`src/rtl/core/tdpt_pkg.sv`:
```
// Shared types and constants of the trial-division prime test core.
package tdpt_pkg;

	// Default width of the tested value
	localparam int VALUE_WIDTH_DEF = 32;

	// Controller states
	typedef enum logic [2:0] {
		ST_IDLE,
		ST_CHECK,
		ST_DIVIDE,
		ST_TEST,
		ST_DONE
	} state_t;

	// Commands from controller to datapath
	typedef struct packed {
		logic load;        // capture candidate, divisor = 2, square = 4
		logic div_start;   // clear remainder, reload dividend shifter
		logic div_step;    // one restoring remainder step
		logic advance;     // next divisor, update running square
		logic verdict_we;  // latch verdict
		logic verdict_val; // verdict value: 1 = prime
		logic out_load;    // move verdict and value into the output register
	} cmd_t;

	// Status from datapath to controller
	typedef struct packed {
		logic below_two;   // negative, zero or one
		logic sq_gt;       // divisor squared exceeds value
		logic div_done;    // remainder unit finished
		logic rem_zero;    // remainder is zero
	} status_t;

endpackage

```
`src/rtl/core/tdpt_in_if.sv`:
```
// Input channel: one candidate per beat.
interface tdpt_in_if #(
	parameter int VALUE_WIDTH = tdpt_pkg::VALUE_WIDTH_DEF
);
	logic                   valid;
	logic                   ready;
	logic [VALUE_WIDTH-1:0] candidate;

	modport source (output valid, output candidate, input ready);
	modport sink (input valid, input candidate, output ready);
endinterface

```
`src/rtl/core/tdpt_out_if.sv`:
```
// Output channel: one verdict per beat.
interface tdpt_out_if #(
	parameter int VALUE_WIDTH = tdpt_pkg::VALUE_WIDTH_DEF
);
	logic                   valid;
	logic                   ready;
	logic                   is_prime;
	logic [VALUE_WIDTH-1:0] marked_value;

	modport source (output valid, output is_prime, output marked_value, input ready);
	modport sink (input valid, input is_prime, input marked_value, output ready);
endinterface

```
`src/rtl/core/trial_division_prime_test_core.sv`:
```
// Trial-division prime test core: top level.
// Takes one signed candidate per input beat and returns one beat with is_prime and
// marked_value (the candidate when prime, all ones when not). Negative values, zero
// and one are not prime. Divisors 2, 3, ... are tried while divisor squared does not
// exceed the value; each try runs a bit-serial restoring remainder unit. A 32-bit
// prime near 2^31 tries about 46,340 divisors. One item is worked on at a time; the
// next candidate is taken as soon as the previous result sits in the output register,
// even if not yet taken.
module trial_division_prime_test_core #(
	parameter int VALUE_WIDTH = tdpt_pkg::VALUE_WIDTH_DEF
) (
	input logic        clk,
	input logic        arst_n,
	tdpt_in_if.sink    in_ch,
	tdpt_out_if.source out_ch
);
	tdpt_pkg::cmd_t    cmd;
	tdpt_pkg::status_t st;

	tdpt_ctrl u_ctrl (
		.clk       (clk),
		.arst_n    (arst_n),
		.in_valid  (in_ch.valid),
		.in_ready  (in_ch.ready),
		.out_valid (out_ch.valid),
		.out_ready (out_ch.ready),
		.st        (st),
		.cmd       (cmd)
	);

	tdpt_datapath #(
		.VALUE_WIDTH (VALUE_WIDTH)
	) u_datapath (
		.clk          (clk),
		.cmd          (cmd),
		.candidate    (in_ch.candidate[VALUE_WIDTH-1:0]),
		.st           (st),
		.is_prime     (out_ch.is_prime),
		.marked_value (out_ch.marked_value[VALUE_WIDTH-1:0])
	);

endmodule

```
`src/rtl/core/tdpt_datapath.sv`:
```
// Datapath: value, divisor, running square, bit-serial remainder unit, output register.
module tdpt_datapath #(
	parameter int VALUE_WIDTH = tdpt_pkg::VALUE_WIDTH_DEF
) (
	input  logic                   clk,
	input  tdpt_pkg::cmd_t         cmd,
	input  logic [VALUE_WIDTH-1:0] candidate,
	output tdpt_pkg::status_t      st,
	output logic                   is_prime,
	output logic [VALUE_WIDTH-1:0] marked_value
);
	localparam int W  = VALUE_WIDTH;
	localparam int CW = $clog2(W + 1);

	logic [W-1:0]  value_q;
	logic [W-1:0]  div_q;
	logic [W-1:0]  sq_q;
	logic [W-1:0]  rem_q;
	logic [W-1:0]  dsh_q;
	logic [CW-1:0] cnt_q;
	logic          prime_q;
	logic          is_prime_q;
	logic [W-1:0]  marked_q;

	logic [W:0]    trial;
	logic [W:0]    diff;

	// Restoring remainder step: shift in next dividend bit, subtract if it fits
	assign trial = {rem_q, dsh_q[W-1]};
	assign diff  = trial - {1'b0, div_q};

	// Value and divisor bookkeeping
	always_ff @(posedge clk) begin
		if (cmd.load) begin
			value_q <= candidate;
			div_q   <= W'(2);
			sq_q    <= W'(4);
		end else if (cmd.advance) begin
			div_q <= div_q + W'(1);
			// (d+1)^2 = d^2 + 2d + 1
			sq_q  <= sq_q + {div_q[W-2:0], 1'b0} + W'(1);
		end
	end

	// Remainder unit, one quotient bit per cycle
	always_ff @(posedge clk) begin
		if (cmd.div_start) begin
			rem_q <= '0;
			dsh_q <= value_q;
			cnt_q <= CW'(W);
		end else if (cmd.div_step) begin
			rem_q <= diff[W] ? trial[W-1:0] : diff[W-1:0];
			dsh_q <= {dsh_q[W-2:0], 1'b0};
			cnt_q <= cnt_q - CW'(1);
		end
	end

	// Verdict and output register
	always_ff @(posedge clk) begin
		if (cmd.verdict_we) begin
			prime_q <= cmd.verdict_val;
		end
		if (cmd.out_load) begin
			is_prime_q <= prime_q;
			marked_q   <= prime_q ? value_q : '1;
		end
	end

	assign st.below_two = value_q[W-1] || (value_q < W'(2));
	assign st.sq_gt     = sq_q > value_q;
	assign st.div_done  = (cnt_q == '0);
	assign st.rem_zero  = (rem_q == '0);

	assign is_prime     = is_prime_q;
	assign marked_value = marked_q;

endmodule

```
`src/rtl/core/tdpt_ctrl.sv`:
```
// Controller: sequences the divisor loop and owns both handshakes.
module tdpt_ctrl (
	input  logic              clk,
	input  logic              arst_n,
	input  logic              in_valid,
	output logic              in_ready,
	output logic              out_valid,
	input  logic              out_ready,
	input  tdpt_pkg::status_t st,
	output tdpt_pkg::cmd_t    cmd
);
	tdpt_pkg::state_t state_q;
	tdpt_pkg::state_t state_d;
	logic             out_valid_q;
	logic             out_free;

	assign out_free = !out_valid_q || out_ready;

	// State register
	always_ff @(posedge clk or negedge arst_n) begin
		if (!arst_n) begin
			state_q <= tdpt_pkg::ST_IDLE;
		end else begin
			state_q <= state_d;
		end
	end

	// Output beat pending flag
	always_ff @(posedge clk or negedge arst_n) begin
		if (!arst_n) begin
			out_valid_q <= 1'b0;
		end else if (cmd.out_load) begin
			out_valid_q <= 1'b1;
		end else if (out_ready) begin
			out_valid_q <= 1'b0;
		end
	end

	// Next state and commands
	always_comb begin
		state_d  = state_q;
		cmd      = '0;
		in_ready = 1'b0;
		unique case (state_q)
			tdpt_pkg::ST_IDLE: begin
				in_ready = 1'b1;
				if (in_valid) begin
					cmd.load = 1'b1;
					state_d  = tdpt_pkg::ST_CHECK;
				end
			end
			tdpt_pkg::ST_CHECK: begin
				priority if (st.below_two) begin
					cmd.verdict_we  = 1'b1;
					cmd.verdict_val = 1'b0;
					state_d         = tdpt_pkg::ST_DONE;
				end else if (st.sq_gt) begin
					// no divisor up to the square root divides: prime
					cmd.verdict_we  = 1'b1;
					cmd.verdict_val = 1'b1;
					state_d         = tdpt_pkg::ST_DONE;
				end else begin
					cmd.div_start = 1'b1;
					state_d       = tdpt_pkg::ST_DIVIDE;
				end
			end
			tdpt_pkg::ST_DIVIDE: begin
				if (st.div_done) begin
					state_d = tdpt_pkg::ST_TEST;
				end else begin
					cmd.div_step = 1'b1;
				end
			end
			tdpt_pkg::ST_TEST: begin
				if (st.rem_zero) begin
					cmd.verdict_we  = 1'b1;
					cmd.verdict_val = 1'b0;
					state_d         = tdpt_pkg::ST_DONE;
				end else begin
					cmd.advance = 1'b1;
					state_d     = tdpt_pkg::ST_CHECK;
				end
			end
			tdpt_pkg::ST_DONE: begin
				if (out_free) begin
					cmd.out_load = 1'b1;
					state_d      = tdpt_pkg::ST_IDLE;
				end
			end
			default: begin
				state_d = tdpt_pkg::ST_IDLE;
			end
		endcase
	end

	assign out_valid = out_valid_q;

`ifndef SYNTHESIS
	// A pending result is never overwritten
	a_no_overwrite: assert property (@(posedge clk) disable iff (!arst_n)
		cmd.out_load |-> (!out_valid_q || out_ready))
		else $error("output register overwritten while beat pending");

	// The next divisor is taken only after a full remainder pass
	a_advance_after_div: assert property (@(posedge clk) disable iff (!arst_n)
		cmd.advance |-> $past(state_q == tdpt_pkg::ST_DIVIDE) && $past(st.div_done))
		else $error("divisor advanced without finished remainder");

	// A new candidate is not taken while a test is in flight
	a_one_at_a_time: assert property (@(posedge clk) disable iff (!arst_n)
		cmd.load |=> !in_ready)
		else $error("input accepted during a running test");
`endif

endmodule

```
`src/flat_wrapper.sv`:
```
// flat-port wrapper written by rule: the top's interface ports become plain ports
module trial_division_prime_test_core_flat 
#(
	parameter int VALUE_WIDTH = tdpt_pkg::VALUE_WIDTH_DEF
)
  (clk, arst_n, in_ch_valid, in_ch_candidate, in_ch_ready, out_ch_valid, out_ch_is_prime, out_ch_marked_value, out_ch_ready);
  tdpt_in_if #(.VALUE_WIDTH(VALUE_WIDTH)) in_ch_i ();
  tdpt_out_if #(.VALUE_WIDTH(VALUE_WIDTH)) out_ch_i ();
  input logic clk;
  input logic arst_n;
  input wire logic [$bits(in_ch_i.valid)-1:0] in_ch_valid;
  input wire logic [$bits(in_ch_i.candidate)-1:0] in_ch_candidate;
  output wire logic [$bits(in_ch_i.ready)-1:0] in_ch_ready;
  output wire logic [$bits(out_ch_i.valid)-1:0] out_ch_valid;
  output wire logic [$bits(out_ch_i.is_prime)-1:0] out_ch_is_prime;
  output wire logic [$bits(out_ch_i.marked_value)-1:0] out_ch_marked_value;
  input wire logic [$bits(out_ch_i.ready)-1:0] out_ch_ready;
  assign in_ch_i.valid = in_ch_valid;
  assign in_ch_i.candidate = in_ch_candidate;
  assign in_ch_ready = in_ch_i.ready;
  assign out_ch_valid = out_ch_i.valid;
  assign out_ch_is_prime = out_ch_i.is_prime;
  assign out_ch_marked_value = out_ch_i.marked_value;
  assign out_ch_i.ready = out_ch_ready;
  trial_division_prime_test_core #(.VALUE_WIDTH(VALUE_WIDTH)) u_core (.clk(clk), .arst_n(arst_n), .in_ch(in_ch_i), .out_ch(out_ch_i));
endmodule
```
`config.mk`:
```
export PLATFORM = sky130hd
export DESIGN_NAME = trial_division_prime_test_core_flat
export DESIGN_NICKNAME = d
export VERILOG_FILES = /design/src/rtl/core/tdpt_pkg.sv /design/src/rtl/core/tdpt_in_if.sv /design/src/rtl/core/tdpt_out_if.sv /design/src/rtl/core/trial_division_prime_test_core.sv /design/src/rtl/core/tdpt_datapath.sv /design/src/rtl/core/tdpt_ctrl.sv /design/src/flat_wrapper.sv
export SDC_FILE = /design/constraint.sdc
export NUM_CORES = 1
export LEC_CHECK = 0
export BUFFER_PORTS_ARGS = -buffer_cell sky130_fd_sc_hd__buf_2
export CORE_MARGIN = 1.5
export CORE_UTILIZATION = 40
export DETAILED_ROUTE_END_ITERATION = 7
export PLACE_DENSITY = 0.52
export SLEW_MARGIN = 0
export SYNTH_ARGS = -nofsm -noshare
export SYNTH_HDL_FRONTEND = slang
export SYNTH_SLANG_ARGS = --single-unit
```
`constraint.sdc`:
```
create_clock -name clk -period 6.62 [get_ports clk]
set_clock_uncertainty 0.2 [all_clocks]
set_input_delay 0.662 -clock clk [delete_from_list [all_inputs] [get_ports clk]]
set_output_delay 0.662 -clock clk [all_outputs]
set_load 0.05 [all_outputs]
```
* After elaboration in Yosys (flattened, before gate mapping) *
Index checks and enable logic that the tools add are counted.

word-level totals
  flip-flop bits (word level) = 204
  input bits = 36
  word-level logic and storage cells = 62
  output and inout bits = 35

operators by class
  magnitude comparators = 2
  reduce and logical (&&, ||, !) cells = 9
  muxes and demuxes = 28
  add/sub/neg operators = 5
  eq/ne operators = 7

operators with widths
  cell                                                                     count
  32-bit two-way mux                                                       3
  32-bit by 1-bit adder with 32-bit output, second input constant          2
  33-bit by 32-bit subtractor with 33-bit output                           1
  32-bit adder                                                             1
  32-bit greater-than comparator                                           1
  32-bit zero test                                                         1
  32-bit by 2-bit < comparator with 1-bit output, second input constant    1
  3-bit two-way mux                                                        6
  3-bit one-hot mux with 5 select lines                                    1
  1-bit two-way mux                                                        14
  3-bit by 2-bit == test with 1-bit output, second input constant          2
  6-bit zero test                                                          1
  2-bit two-way mux                                                        3
  6-bit by 1-bit subtractor with 6-bit output, second input constant       1
  2-bit inequality test, second input constant                             2
  2-bit one-hot mux with 2 select lines                                    1
  2-bit nonzero test                                                       2
  3-bit by 1-bit == test with 1-bit output, second input constant          1
  3-bit == test, second input constant                                     1
  3-bit zero test                                                          1
  3-bit AND reduction                                                      1
  1-bit logical OR                                                         2
  2-bit by 1-bit inequality test with 1-bit output, second input constant  1
  1-bit zero test                                                          1

* Longest topological paths before layout *
  word-level depth = 5
  depth in mapped cells = 15

* By module *
A second synthesis with hierarchy kept.

unflattened totals
  cell total of the unflattened synthesis = 1319
  area total of the unflattened synthesis = 12318.1 um2

modules (own cells, without submodules)
  module         cells each  area an instance (um2)  sequential area each (um2)  times used
  tdpt_datapath  1291        12062.8                 4984.8                      1
  tdpt_ctrl      28          255.2                   100.1                       1

* Worst setup path before layout *
OpenSTA, ideal clock, no wires.

  path type = reg2reg
  start = register u_core.u_ctrl.state_q[1]
  end = register u_core.u_datapath.value_q[0] (enable)
  path slack = 2.506 ns
  cell stages (with the launch flop) = 6
  arrival = 3.505 ns
  period minus slack after synthesis = 4.114 ns
  setup time = 0.409 ns
  cell sequence = dfrtp_1 nor3_1 nand2_1 inv_1 clkbuf_1 clkbuf_1

RTL lines
  element                 line                 source
  start, declared         tdpt_ctrl.sv:12      tdpt_pkg::state_t state_q;
  start signal, assigned  tdpt_ctrl.sv:22      state_q <= tdpt_pkg::ST_IDLE;
  start signal, assigned  tdpt_ctrl.sv:24      state_q <= state_d;
  end signal, assigned    tdpt_datapath.sv:35  value_q <= candidate;
  end, declared           tdpt_datapath.sv:15  logic [W-1:0] value_q;

* Worst setup path after layout *
  start = register u_core.u_datapath.div_q[0]
  end = register u_core.u_datapath.rem_q[3]

on the way
  cells in the longest elaborated chain, start to end = 2

ends and longest elaborated chain
  element                                         line                 source
  start, declared                                 tdpt_datapath.sv:16  logic [W-1:0] div_q;
  start signal, assigned                          tdpt_datapath.sv:39  div_q <= div_q + W'(1);
  33-bit by 32-bit subtractor with 33-bit output  tdpt_datapath.sv:30  assign diff = trial - {1'b0, div_q};
  32-bit two-way mux                              tdpt_datapath.sv:52  rem_q <= diff[W] ? trial[W-1:0] : diff[W-1:0];
  end signal, assigned                            tdpt_datapath.sv:52
  end, declared                                   tdpt_datapath.sv:18  logic [W-1:0] rem_q;

Every way passes these cells.
A chain may end at the register's enable or synchronous reset.

==> results.sh <==
export IMPL_power_density_nw_per_um2=470.9
export IMPL_final_hold_violation_count=0
export IMPL_drcViolationCount=0
export IMPL_cts_tree="yes"
export IMPL_area_growth_syn_to_layout_pct=13.73
export IMPL_port_buffers=70
export IMPL_synth_cell_type_count=72
export IMPL_wl_met3_um=881
export IMPL_die_x_um=176.8
export IMPL_cts_max_path_buffers=3
export IMPL_syn_area_per_cell_sq_um=9.470
export IMPL_globalRouteTotalUtil=0.2084
export IMPL_fillCellCount=2822
export IMPL_cts_root_buf="clkbuf_16"
export IMPL_grt_max_degree=71
export IMPL_status="completed"
export IMPL_final_common_cell="nand2_1"
export IMPL_sw_frac_of_total=0.4065
export IMPL_grt_ovfl_total=0
export IMPL_dp_hpwl_mm=23.99
export IMPL_period_needed_ns=3.923
export IMPL_hold_ws_ns=0.09836
export IMPL_setup_viol=0
export IMPL_wirelength_mm=32.24
export IMPL_finalSetupTns_ns=0
export IMPL_cp_arrival_ns=4.15
export IMPL_globalplace_congestion=0.8753
export IMPL_drtIter0Drc=719
export IMPL_wl_met2_mm=14.75
export IMPL_start_util=0.4066
export IMPL_num_rows=63
export IMPL_htreeDepth=1
export IMPL_antenna_found_initial=0
export IMPL_ys_ff_latch=204
export IMPL_leakage_nw=5.801
export IMPL_dieArea_sq_um=31260
export IMPL_io_pin_count=71
export IMPL_synth_seq_area_share=0.4208
export IMPL_wl_per_cell_um=18.42
export IMPL_r2r_setup_slack_ns=2.70
export IMPL_place_ws_ns=2.726
export IMPL_routed_top_layer="met4"
export IMPL_max_slew_margin_rel=0.3602
export IMPL_intPower_mw=3.841
export IMPL_cts_clk_slew_worst_paths_ns=0.06
export IMPL_switchingPower_mw=2.631
export IMPL_tightestPinTransition_ns=0.9597
export IMPL_ys_async_sr_fraction=0.01961
export IMPL_first_pass_iters=5
export IMPL_drt_met1_wl_mm=15.80
export IMPL_grt_pass1_vias=9032
export IMPL_crit_required_ns=6.85
export IMPL_hold_path_class="in2reg"
export IMPL_postRouteAntennaNets=0
export IMPL_netlist_instances=1276
export IMPL_seq_area_sq_um=5085
export IMPL_grt_pass1_wl_mm=50.94
export IMPL_min_period_over_period=0.5925
export IMPL_vias_per_cell=5.412
export IMPL_post_synth_instance_area_sq_um=12080
export IMPL_power_mw=6.472
export IMPL_hold_path_depth=1
export IMPL_num_antenna_cells=0
export IMPL_clk_latency_ns=0.54
export IMPL_cts_made_buffers=26
export IMPL_critPathCaptureType="flop"
export IMPL_rsz0062_at_grt="no"
export IMPL_clock_sinks=204
export IMPL_setup_slack_ns=2.697
export IMPL_vias=9471
export IMPL_finalMaxSlewViolations=0
export IMPL_synth_flop_cell="dfxtp_1"
export IMPL_start_kind="flop"
export IMPL_synth_edf_count=98
export IMPL_p_clk_frac=0.236
export IMPL_core_sq_um=29720
export IMPL_die_h_um=176.8
export IMPL_setup_worst_path_class="reg2reg"
export IMPL_utilization=0.4625
export IMPL_final_nets=1475
export IMPL_seqPwrFrac=0.294
export IMPL_multi_input_area_sq_um=6481
export IMPL_cp_max_fo=23
export IMPL_drv_cap=0
export IMPL_syn_nets=1411
export IMPL_yosys_warnings=0
export IMPL_drive_gt1_frac=0.1287
export IMPL_final_cell_mix="131 x nand2_1, 102 x dfxtp_1, 98 x edfxtp_1"
export IMPL_p_comb_frac=0.470
export IMPL_reg2reg_depth=12
export IMPL_peakVddDrop_v=0.0003169
export IMPL_max_freq_ghz=0.2549
final cells by class:
cell class,count,share of cell area
timing repair buffer,81,0.03168
inverter,88,0.02413
tap,390,0.03551
clock inverter,13,0.01429
sequential,204,0.3700
multi-input combinational,939,0.4716
clock buffer,35,0.05280
synthesized netlist by cell type (7+ instances only):
master / count / share of area
nor3_1: 29 / 0.012
mux2i_1: 22 / 0.018
xor2_1: 16 / 0.012
o21ai_1: 27 / 0.011
o31ai_1: 7 / 0.0043
clkbuf_1: 32 / 0.0099
nor2_1: 84 / 0.026
a21o_1: 51 / 0.032
ha_1: 97 / 0.10
edfxtp_1: 98 / 0.24
a211oi_1: 13 / 0.0081
o21a_1: 15 / 0.0093
a31oi_1: 7 / 0.0036
and2_1: 9 / 0.0047
nor2b_1: 12 / 0.0062
mux2_2: 31 / 0.029
and3_1: 8 / 0.0041
a21oi_1: 86 / 0.036
buf_2: 7 / 0.0029
nor4_1: 23 / 0.012
o21ai_0: 43 / 0.018
xnor2_1: 63 / 0.046
nand2_1: 131 / 0.041
inv_1: 88 / 0.027
nand2b_1: 12 / 0.0062
dfxtp_1: 102 / 0.17
or3_1: 9 / 0.0047
nand4_1: 23 / 0.012
nand3_1: 36 / 0.015
routing by layer:
layer / vias to the layer above / global-route usage
met5: - / 0
li1: 4744 / -
met4: 0 / 0.05438
met1: 4532 / 0.2953
met3: 42 / 0.02019
met2: 153 / 0.3391
registers in the layout, indices dropped and copies added (netlist names):
name	count
u_core.u_ctrl.state_q	3
u_core.u_datapath.dsh_q	32
u_core.u_datapath.sq_q	32
u_core.u_datapath.cnt_q	6
u_core.u_datapath.is_prime	1
u_core.u_datapath.value_q	32
u_core.u_ctrl.out_valid	1
u_core.u_datapath.marked_value	32
u_core.u_datapath.prime_q	1
u_core.u_datapath.div_q	32
u_core.u_datapath.rem_q	32
logic make-up (layout without fill, tap and decap cells):
| family | count (synthesis) | in the layout | synth area share |
|---|---|---|---|
| flops | 204 | 204 | 0.4208 |
| simple gates | 398 | 398 | 0.1585 |
| fa+ha+maj | 99 | 99 | 0.1037 |
| mux | 54 | 54 | 0.04835 |
| xor+xnor | 79 | 79 | 0.05726 |
| buf+inv | 133 | 217 | 0.04421 |
| compound gates | 309 | 309 | 0.1671 |
worst max-delay path, stage by stage (launching register included):
cell     delay [ns]
dfxtp_1        0.49
ha_1           0.25
fa_1           0.24
nor2b_4        0.07
o31ai_4        0.21
a21oi_2        0.12
o31ai_4        0.29
o31ai_2        0.15
a21o_2         0.28
a211o_1        0.46
nor2_8         0.53
mux2_4         0.35
a22o_1         0.17
what timing repair did:
action	CTS	global route
hold endpoints to repair	4	0
gates resized for setup	0	0
hold buffers	1	0
buffers inserted	0	0
path summary, 6_finish.rpt:
path,from,endpoint
hold / removal,in_ch_candidate[26],u_core.u_datapath.value_q[26]$_DFFE_PP_
setup reg to reg,u_core.u_datapath.div_q[0]$_SDFFE_PP0P_,u_core.u_datapath.rem_q[3]$_SDFFE_PP0P_
hold reg to reg,u_core.u_datapath.sq_q[11]$_SDFFE_PP0P_,u_core.u_datapath.sq_q[11]$_SDFFE_PP0P_
min in group asynchronous,arst_n,u_core.u_ctrl.state_q[1]$_DFFE_PN0P_
setup / recovery,u_core.u_datapath.div_q[0]$_SDFFE_PP0P_,u_core.u_datapath.rem_q[3]$_SDFFE_PP0P_
max in group asynchronous,arst_n,u_core.u_ctrl.out_valid$_DFFE_PN0P_
per-stage QoR:
step / std cells / instance area, sq um
floorplan: 1276 / 12080
global placement: 1701 / 12810
detailed placement: 1701 / 12810
CTS: 1750 / 13740
global route: 1750 / 13740
finish: 1750 / 13740
power groups by stage:
stage / Combinational (mW) / Clock, mW / Sequential, mW
after CTS: 3.05 / 1.56 / 1.90
after global placement: 3.01 / 0 / 1.92
after global routing: 3.37 / 1.61 / 1.93
after detailed placement: 3.03 / 0 / 1.92
after floorplan: 2.34 / 0 / 1.96
final: 3.04 / 1.53 / 1.90
Note: power is estimated with default switching activity, not from simulation.
